--- config.mk ---
export PLATFORM = sky130hd
export DESIGN_NAME = mirrored_color_key_blitter
export DESIGN_NICKNAME = d
export VERILOG_FILES = /design/src/design/mckb_pkg.sv /design/src/design/mckb_cfg_regs.sv /design/src/design/mckb_coord.sv /design/src/design/mckb_clip_out.sv /design/src/design/mirrored_color_key_blitter.sv
export SDC_FILE = /design/constraint.sdc
export NUM_CORES = 1
export LEC_CHECK = 0
export BUFFER_PORTS_ARGS = -buffer_cell sky130_fd_sc_hd__buf_4
export CAP_MARGIN = 20
export CORE_AREA = 8 8 178 180
export DETAILED_ROUTE_END_ITERATION = 8
export DIE_AREA = 0 0 186 188
export GPL_TIMING_DRIVEN = 0
export PLACE_DENSITY = 0.81
export SETUP_SLACK_MARGIN = 0.15
export SYNTH_ARGS = -nofsm -noshare
export SYNTH_HDL_FRONTEND = slang
export SYNTH_HIERARCHICAL = 1
export SYNTH_SLANG_ARGS = --single-unit
--- constraint.sdc ---
create_clock -name i_clk -period 6.1 [get_ports i_clk]
set_input_delay 0.305 -clock i_clk [delete_from_list [all_inputs] [get_ports i_clk]]
set_output_delay 0.305 -clock i_clk [all_outputs]
set_load 0.05 [all_outputs]
--- src/design/mckb_pkg.sv ---
// ----------------------------------------------------------------------------
// mckb_pkg
// Shared types and constants for the mirrored color-key blitter.
// ----------------------------------------------------------------------------
package mckb_pkg;

    localparam int SURF_W_BITS   = 12;
    localparam int SPRITE_W_BITS = 11;
    localparam int COUNT_BITS    = 10;
    localparam int COORD_BITS    = 13;
    localparam int PIXEL_BITS    = 32;
    localparam int INDEX_BITS    = 22;
    localparam int ADDR_BITS     = 5;

    localparam logic [SURF_W_BITS-1:0]   SURF_CODE_MAX   = 12'hFFF;
    localparam logic [SPRITE_W_BITS-1:0] SPRITE_SIDE_MAX = 11'd1024;

    typedef enum logic [2:0] {
        REG_SURF_W    = 3'd0,
        REG_SURF_H    = 3'd1,
        REG_PLACE_X   = 3'd2,
        REG_PLACE_Y   = 3'd3,
        REG_SPRITE_W  = 3'd4,
        REG_SPRITE_H  = 3'd5,
        REG_COLOR_KEY = 3'd6
    } t_reg_idx;

    // Effective configuration, already saturated to the legal ranges.
    typedef struct packed {
        logic [SURF_W_BITS-1:0]   surf_w;
        logic [SURF_W_BITS-1:0]   surf_h;
        logic [SURF_W_BITS-1:0]   place_x;
        logic [SURF_W_BITS-1:0]   place_y;
        logic [SPRITE_W_BITS-1:0] sprite_w;
        logic [SPRITE_W_BITS-1:0] sprite_h;
        logic [PIXEL_BITS-1:0]    color_key;
    } t_cfg;

    // One pixel with its mirrored destination position (two's complement).
    typedef struct packed {
        logic [PIXEL_BITS-1:0] pixel;
        logic [COORD_BITS-1:0] dx;
        logic [COORD_BITS-1:0] dy;
    } t_coord_item;

endpackage

--- src/design/mckb_cfg_regs.sv ---
// ----------------------------------------------------------------------------
// mckb_cfg_regs
// APB register file holding the blit setup, with saturated effective values.
// ----------------------------------------------------------------------------
module mckb_cfg_regs #(
    parameter int MAX_SURFACE_SIDE = 2048
) (
    input  logic                             i_clk,
    input  logic                             i_rst_n,
    input  logic                             psel,
    input  logic                             penable,
    input  logic                             pwrite,
    input  logic [mckb_pkg::ADDR_BITS-1:0]   paddr,
    input  logic [31:0]                      pwdata,
    output logic [31:0]                      prdata,
    output logic                             pready,
    output mckb_pkg::t_cfg                   o_cfg
);

    // A cap above the largest register code never clips anything.
    localparam logic [mckb_pkg::SURF_W_BITS-1:0] SIDE_CAP =
        (MAX_SURFACE_SIDE > 4095) ? mckb_pkg::SURF_CODE_MAX
                                  : mckb_pkg::SURF_W_BITS'(MAX_SURFACE_SIDE);

    logic [mckb_pkg::SURF_W_BITS-1:0]   r_surf_w;
    logic [mckb_pkg::SURF_W_BITS-1:0]   r_surf_h;
    logic [mckb_pkg::SURF_W_BITS-1:0]   r_place_x;
    logic [mckb_pkg::SURF_W_BITS-1:0]   r_place_y;
    logic [mckb_pkg::SPRITE_W_BITS-1:0] r_sprite_w;
    logic [mckb_pkg::SPRITE_W_BITS-1:0] r_sprite_h;
    logic [mckb_pkg::PIXEL_BITS-1:0]    r_color_key;

    mckb_pkg::t_reg_idx reg_idx;
    logic               wr_en;

    assign pready  = 1'b1;
    assign reg_idx = mckb_pkg::t_reg_idx'(paddr[4:2]);
    assign wr_en   = psel && penable && pwrite && pready;

    always_ff @(posedge i_clk) begin
        if (!i_rst_n) begin
            r_surf_w    <= 12'd320;
            r_surf_h    <= 12'd240;
            r_place_x   <= '0;
            r_place_y   <= '0;
            r_sprite_w  <= 11'd32;
            r_sprite_h  <= 11'd32;
            r_color_key <= '0;
        end else if (wr_en) begin
            unique case (reg_idx)
                mckb_pkg::REG_SURF_W:    r_surf_w    <= pwdata[11:0];
                mckb_pkg::REG_SURF_H:    r_surf_h    <= pwdata[11:0];
                mckb_pkg::REG_PLACE_X:   r_place_x   <= pwdata[11:0];
                mckb_pkg::REG_PLACE_Y:   r_place_y   <= pwdata[11:0];
                mckb_pkg::REG_SPRITE_W:  r_sprite_w  <= pwdata[10:0];
                mckb_pkg::REG_SPRITE_H:  r_sprite_h  <= pwdata[10:0];
                mckb_pkg::REG_COLOR_KEY: r_color_key <= pwdata;
                default: begin
                end
            endcase
        end
    end

    always_comb begin
        unique case (reg_idx)
            mckb_pkg::REG_SURF_W:    prdata = {20'd0, r_surf_w};
            mckb_pkg::REG_SURF_H:    prdata = {20'd0, r_surf_h};
            mckb_pkg::REG_PLACE_X:   prdata = {20'd0, r_place_x};
            mckb_pkg::REG_PLACE_Y:   prdata = {20'd0, r_place_y};
            mckb_pkg::REG_SPRITE_W:  prdata = {21'd0, r_sprite_w};
            mckb_pkg::REG_SPRITE_H:  prdata = {21'd0, r_sprite_h};
            mckb_pkg::REG_COLOR_KEY: prdata = r_color_key;
            default:                 prdata = '0;
        endcase
    end

    // Saturation: surface sides to the cap, sprite sides to 1..1024.
    always_comb begin
        o_cfg.surf_w    = (r_surf_w > SIDE_CAP) ? SIDE_CAP : r_surf_w;
        o_cfg.surf_h    = (r_surf_h > SIDE_CAP) ? SIDE_CAP : r_surf_h;
        o_cfg.place_x   = r_place_x;
        o_cfg.place_y   = r_place_y;
        o_cfg.color_key = r_color_key;
        if (r_sprite_w == '0) begin
            o_cfg.sprite_w = 11'd1;
        end else if (r_sprite_w > mckb_pkg::SPRITE_SIDE_MAX) begin
            o_cfg.sprite_w = mckb_pkg::SPRITE_SIDE_MAX;
        end else begin
            o_cfg.sprite_w = r_sprite_w;
        end
        if (r_sprite_h == '0) begin
            o_cfg.sprite_h = 11'd1;
        end else if (r_sprite_h > mckb_pkg::SPRITE_SIDE_MAX) begin
            o_cfg.sprite_h = mckb_pkg::SPRITE_SIDE_MAX;
        end else begin
            o_cfg.sprite_h = r_sprite_h;
        end
    end

endmodule

--- src/design/mckb_coord.sv ---
// ----------------------------------------------------------------------------
// mckb_coord
// Input register: column/row counters and the mirrored destination position.
// ----------------------------------------------------------------------------
module mckb_coord (
    input  logic                               i_clk,
    input  logic                               i_rst_n,
    input  mckb_pkg::t_cfg                     i_cfg,
    input  logic                               i_valid,
    input  logic [mckb_pkg::PIXEL_BITS-1:0]    i_pixel,
    output logic                               o_ready,
    input  logic                               i_next_ready,
    output logic                               o_valid,
    output mckb_pkg::t_coord_item              o_item
);

    logic [mckb_pkg::COUNT_BITS-1:0] r_col;
    logic [mckb_pkg::COUNT_BITS-1:0] r_row;
    logic                            r_valid;
    mckb_pkg::t_coord_item           r_item;

    logic [mckb_pkg::COUNT_BITS-1:0] n_col;
    logic [mckb_pkg::COUNT_BITS-1:0] n_row;
    logic [mckb_pkg::COUNT_BITS:0]   col_inc;
    logic [mckb_pkg::COUNT_BITS:0]   row_inc;
    logic [mckb_pkg::COORD_BITS-1:0] dx;
    logic [mckb_pkg::COORD_BITS-1:0] dy;
    logic                            accept;

    assign o_ready = !r_valid || i_next_ready;
    assign accept  = i_valid && o_ready;
    assign o_valid = r_valid;
    assign o_item  = r_item;

    always_comb begin
        col_inc = {1'b0, r_col} + 11'd1;
        row_inc = {1'b0, r_row} + 11'd1;
        // A counter at or past the sprite size wraps, also after a resize.
        if (col_inc >= i_cfg.sprite_w) begin
            n_col = '0;
            n_row = (row_inc >= i_cfg.sprite_h) ? '0 : row_inc[9:0];
        end else begin
            n_col = col_inc[9:0];
            n_row = r_row;
        end
    end

    // Mirrored column: place_x + width - 1 - column; row: place_y + row.
    assign dx = {i_cfg.place_x[11], i_cfg.place_x} + {2'b00, i_cfg.sprite_w}
              - 13'd1 - {3'b000, r_col};
    assign dy = {i_cfg.place_y[11], i_cfg.place_y} + {3'b000, r_row};

    always_ff @(posedge i_clk) begin
        if (!i_rst_n) begin
            r_col   <= '0;
            r_row   <= '0;
            r_valid <= 1'b0;
        end else begin
            if (o_ready) begin
                r_valid <= i_valid;
            end
            if (accept) begin
                r_col <= n_col;
                r_row <= n_row;
            end
        end
    end

    always_ff @(posedge i_clk) begin
        if (accept) begin
            r_item.pixel <= i_pixel;
            r_item.dx    <= dx;
            r_item.dy    <= dy;
        end
    end

endmodule

--- src/design/mckb_clip_out.sv ---
// ----------------------------------------------------------------------------
// mckb_clip_out
// Color-key and surface clip test, linear index, and the result register.
// ----------------------------------------------------------------------------
module mckb_clip_out (
    input  logic                               i_clk,
    input  logic                               i_rst_n,
    input  mckb_pkg::t_cfg                     i_cfg,
    input  logic                               i_valid,
    input  mckb_pkg::t_coord_item              i_item,
    output logic                               o_ready,
    output logic                               o_valid,
    input  logic                               i_ready,
    output logic [mckb_pkg::INDEX_BITS-1:0]    o_index,
    output logic [mckb_pkg::PIXEL_BITS-1:0]    o_pixel
);

    logic                              r_valid;
    logic [mckb_pkg::INDEX_BITS-1:0]   r_index;
    logic [mckb_pkg::PIXEL_BITS-1:0]   r_pixel;

    logic                              in_surf;
    logic                              keep;
    logic [2*mckb_pkg::SURF_W_BITS-1:0] row_base;
    logic [mckb_pkg::INDEX_BITS-1:0]   index;

    assign o_ready = !r_valid || i_ready;
    assign o_valid = r_valid;
    assign o_index = r_index;
    assign o_pixel = r_pixel;

    // A non-negative coordinate always fits in its low 12 bits.
    assign in_surf = !i_item.dx[12] && !i_item.dy[12]
                  && (i_item.dx[11:0] < i_cfg.surf_w)
                  && (i_item.dy[11:0] < i_cfg.surf_h);
    assign keep    = in_surf && (i_item.pixel != i_cfg.color_key);

    assign row_base = i_item.dy[11:0] * i_cfg.surf_w;
    assign index    = row_base[mckb_pkg::INDEX_BITS-1:0]
                    + {10'd0, i_item.dx[11:0]};

    always_ff @(posedge i_clk) begin
        if (!i_rst_n) begin
            r_valid <= 1'b0;
        end else if (o_ready) begin
            r_valid <= i_valid && keep;
        end
    end

    always_ff @(posedge i_clk) begin
        if (o_ready && i_valid && keep) begin
            r_index <= index;
            r_pixel <= i_item.pixel;
        end
    end

endmodule

--- src/design/mirrored_color_key_blitter.sv ---
// ----------------------------------------------------------------------------
// mirrored_color_key_blitter
// Color-keyed sprite blit with horizontal mirroring and surface clipping.
// ----------------------------------------------------------------------------
// A kept pixel passes the input register, then the result register, and is
// offered on m_tvalid from there until m_tready takes it.
// Throughput: one pixel per cycle unless m_tready stalls the registers.
// Keyed or clipped pixels are consumed and produce no output transfer.
// Reset: synchronous, active low; counters go to zero and registers to
// their defaults at once, with no clearing pass.
module mirrored_color_key_blitter #(
    parameter int MAX_SURFACE_SIDE = 2048
) (
    input  logic                            i_clk,
    input  logic                            i_rst_n,
    input  logic                            s_tvalid,
    output logic                            s_tready,
    input  logic [31:0]                     s_tdata,   // [31:0] source_pixel
    output logic                            m_tvalid,
    input  logic                            m_tready,
    output logic [55:0]                     m_tdata,   // [21:0] write_index,
                                                       // [53:22] write_pixel
    input  logic                            psel,
    input  logic                            penable,
    input  logic                            pwrite,
    input  logic [mckb_pkg::ADDR_BITS-1:0]  paddr,
    input  logic [31:0]                     pwdata,
    output logic [31:0]                     prdata,
    output logic                            pready
);

    mckb_pkg::t_cfg                       cfg;
    mckb_pkg::t_coord_item                s1_item;
    logic                                 s1_valid;
    logic                                 st2_ready;
    logic [mckb_pkg::INDEX_BITS-1:0]      out_index;
    logic [mckb_pkg::PIXEL_BITS-1:0]      out_pixel;

    mckb_cfg_regs #(
        .MAX_SURFACE_SIDE (MAX_SURFACE_SIDE)
    ) u_cfg (
        .i_clk   (i_clk),
        .i_rst_n (i_rst_n),
        .psel    (psel),
        .penable (penable),
        .pwrite  (pwrite),
        .paddr   (paddr),
        .pwdata  (pwdata),
        .prdata  (prdata),
        .pready  (pready),
        .o_cfg   (cfg)
    );

    mckb_coord u_coord (
        .i_clk        (i_clk),
        .i_rst_n      (i_rst_n),
        .i_cfg        (cfg),
        .i_valid      (s_tvalid),
        .i_pixel      (s_tdata),
        .o_ready      (s_tready),
        .i_next_ready (st2_ready),
        .o_valid      (s1_valid),
        .o_item       (s1_item)
    );

    mckb_clip_out u_clip (
        .i_clk   (i_clk),
        .i_rst_n (i_rst_n),
        .i_cfg   (cfg),
        .i_valid (s1_valid),
        .i_item  (s1_item),
        .o_ready (st2_ready),
        .o_valid (m_tvalid),
        .i_ready (m_tready),
        .o_index (out_index),
        .o_pixel (out_pixel)
    );

    assign m_tdata = {2'b00, out_pixel, out_index};

`ifndef SYNTHESIS
    // An accepted pixel always occupies the input register next cycle.
    a_accept_fills_s1: assert property (@(posedge i_clk) disable iff (!i_rst_n)
        (s_tvalid && s_tready) |=> s1_valid)
        else $error("accepted pixel did not reach the input register");

    // With both stages full and the output stalled, no new pixel may enter.
    a_full_blocks_input: assert property (@(posedge i_clk) disable iff (!i_rst_n)
        (s1_valid && m_tvalid && !m_tready) |-> !s_tready)
        else $error("input accepted while the pipeline is full and stalled");

    // Reset empties both stages.
    a_reset_empties: assert property (@(posedge i_clk)
        !i_rst_n |=> (!m_tvalid && !s1_valid))
        else $error("pipeline not empty after reset");
`endif

endmodule
==> reports/results.ini <==
[final_layout]
diodes=0
nFillCells=2139
post-route-util=0.703
drive_above_1_share=0.148
area_growth_pct=17.2
layout.nets=2314

[logic_synthesis]
yosysTopAreaCell=edfxtp_1
yosysWarnings=6
synth_seq_cells=236
ys_top_cells_by_area=edfxtp_1 19%, dfxtp_1 14%, fa_1 14%
ys.flop_type=dfxtp_1
synth_top_family_by_area=adder cells
yosysUniqueCellTypes=79
synthCells=1764
synth_edf_count=112
synth_compound_area_frac=0.0777
ys_async_sr_fraction=0
synth_xor_area_frac=0.0378
synth-simple-area-share=0.162
synth_mux_area_frac=0.0779
synthTopCellsByCount=257 x inv_1, 235 x nand2_1, 129 x ha_1
synthAdderAreaFrac=0.233
yosysMostFrequentCell=inv_1
syn_area_sq_mm=0.0174
postSynthAreaPerCell_sq_um=9.86
synth_top_area_share=0.193
ys_seq_area_frac=0.336

[global_route]
grt_max_degree=41
track_usage=0.274
grt_pass1_wl_microns=75100
antenna_found_initial=0
grt_pass1_vias=14000
overflow=0

[critical_path]
max_stage_delay_ns=0.52
critical_path.cell_chain=buf_4, nor2b_1, clkbuf_2, nand2_1, fa_1, fa_1, fa_1, inv_1, fa_1, inv_1, fa_1, inv_1, ha_1, o211ai_1, a21oi_1, o21ai_2, a31oi_2, a41oi_1, xnor2_1
critical_path_peak_fanout=10
worstPathRequired_ns=6.38
crit_path_top_delay_cell=fa_1
path_class=reg -> reg
critical_path_arrival_ns=6.00
critPathLaunch=u_cfg/r_surf_w[11]$_SDFFE_PN0P_
r2r_slack_ns=0.38
worst_path_most_repeated_cell=fa_1
crit_path_start_kind=register
r2r_start=u_cfg/r_surf_w[11]$_SDFFE_PN0P_
cp-end-kind=register

[floorplanning]
num_io_pins=167
die_w_microns=186
initial_utilization=0.600
rows=63
core_area_sq_mm=0.0290
die_y_microns=188
die_area_sq_mm=0.0350

[cts]
tritoncts=yes
clock_latency_ns=0.56
cts_root_buffer=clkbuf_16
clk_pin_slew_ns=0.07
cts_num_sinks=236
cts-buffers-inserted=26
cts.htree.levels=1
clock_path_buffers=3

[timing]
grt_setup_unrepaired=true
finalCriticalPeriod_ns=5.72
finalHoldViolations=0
slew_viol_final=0
post-route-period-util=0.938
tns_ns=0
clock.fmax_mhz=175
setup_violations=0
max_slew.worst_pin.slew_ns=0.774
relSlewSlack=0.480
fin_skew_ns=0.0279

[power]
switchingPower_mw=1.04
p_per_area_mw_per_mm2=191
p_comb_frac=0.147
ir_drop_mv=0.213
leakagePower_nw=9.05
internal-power_mw=2.85
switching_share=0.268
clkPwrFrac=0.406
seq_power_share=0.446

[drt]
drtIter0Drc=1036
ant_nets=0
vias_per_cell=5.67
dr.pass1.iters=6
routedWlPerCell_microns=20.0
via_count=13600
post-route-drc-count=0
wirelength_microns=48000

[status]
status=complete, no violations

[worst_hold_path]
hold_start=pwdata[31]
hp-class=in -> reg

[run]
cap_violations=0

[place]
dp.final_hpwl_microns=37200
io_buffers=160
place_congestion=0.960

## state kept, by name, indices dropped and copies added (netlist names)
name,flops
u_coord/o_item,58
u_cfg/r_color_key,32
u_clip/o_pixel,32
u_clip/o_index,22
u_cfg/r_place_x,12
u_cfg/r_place_y,12
u_cfg/r_surf_h,12
u_cfg/r_surf_w,12
u_cfg/r_sprite_h,11
u_cfg/r_sprite_w,11
u_coord/r_col,10
u_coord/r_row,10
u_clip/o_valid,1
u_coord/o_valid,1
## kinds of logic after synthesis
group,count (synthesis)
XOR/XNOR,75
AND/OR/NAND/NOR,554
buffers and inverters,336
flip-flops,236
AO/OA/AOI/OAI,184
multiplexers,126
other,2
adder cells (fa/ha/maj),251
## path summary, 6_finish.rpt
path	to	depth (start not counted)
hold / removal	u_cfg/r_color_key[31]$_SDFFE_PN0P_	3
setup reg to reg	u_clip/o_index[19]$_DFFE_PP_	19
setup / recovery	u_clip/o_index[19]$_DFFE_PP_	19
hold reg to reg	u_clip/o_pixel[6]$_DFFE_PP_	0
## metrics by stage
| stage | worst slack [ns] | hold slack (ns) | total power, mW | instance area (sq um) | instances |
|---|---|---|---|---|---|
| final | 0.378 | 0.0113 | 3.89 | 20400 | 2397 |
| after global routing | 0.139 | 0.0161 | 4.02 | 20400 | 2397 |
| after CTS | 0.164 | 0.00381 | 3.88 | 20300 | 2397 |
| after detailed placement | 0.00861 | 0.465 | 2.30 | 19100 | 2317 |
| after global placement | 0.100 | 0.450 | 2.28 | 19100 | 2315 |
| after floorplan | 0.788 | 0.404 | 2.13 | 17400 | 1765 |
## routing by layer
layer	up-vias	global-route usage	share of wire
met2	606	0.469	0.49
met5	-	0	0
met1	6607	0.337	0.39
met4	0	0.104	0.041
met3	152	0.0515	0.081
li1	6236	-	-
## timing repair
action	CTS	global route
resized for setup	5	36
hold buffers	32	0
setup endpoints to repair	6	10
hold endpoints to repair	32	0
setup buffers	0	0
## final cells by class
type	count	area [sq um]	area share
repair buffers	194	1560	0.0766
clock buffers	42	805	0.0395
well taps	390	488	0.0239
inverters	257	965	0.0473
clock inverters	6	66.3	0.00325
plain buffers	79	370	0.0182
flip-flops and latches	236	5850	0.287
multi-input cells	1193	10300	0.505
## critical path: cells and delay by family, from the launching register on
family / cells / cell delay (ns)
XOR/XNOR: 1 / 0.17
flip-flops: 1 / 0.36
AO/OA/AOI/OAI: 5 / 0.87
adder cells (fa/ha/maj): 6 / 2.90
AND/OR/NAND/NOR: 2 / 0.45
buffers and inverters: 5 / 0.68
## power groups by stage
stage               sequential, mW  clock (mW)  combinational [mW]
finish                        1.73        1.58               0.572
global route                  1.74        1.65               0.628
CTS                           1.73        1.58               0.559
detailed placement            1.77           0               0.537
global placement              1.77           0               0.515
floorplan                     1.77           0               0.362
## layout by cell type (no fill, tap or decap), types with 58 or more instances in the layout
cell type	n
and2_1	101
fa_1	122
xnor2_1	64
mux2i_1	105
nand2_1	235
ha_1	129
buf_4	166
nor2b_1	58
dfxtp_1	124
inv_1	256
edfxtp_1	112
Power figures use the tool's default switching activity.
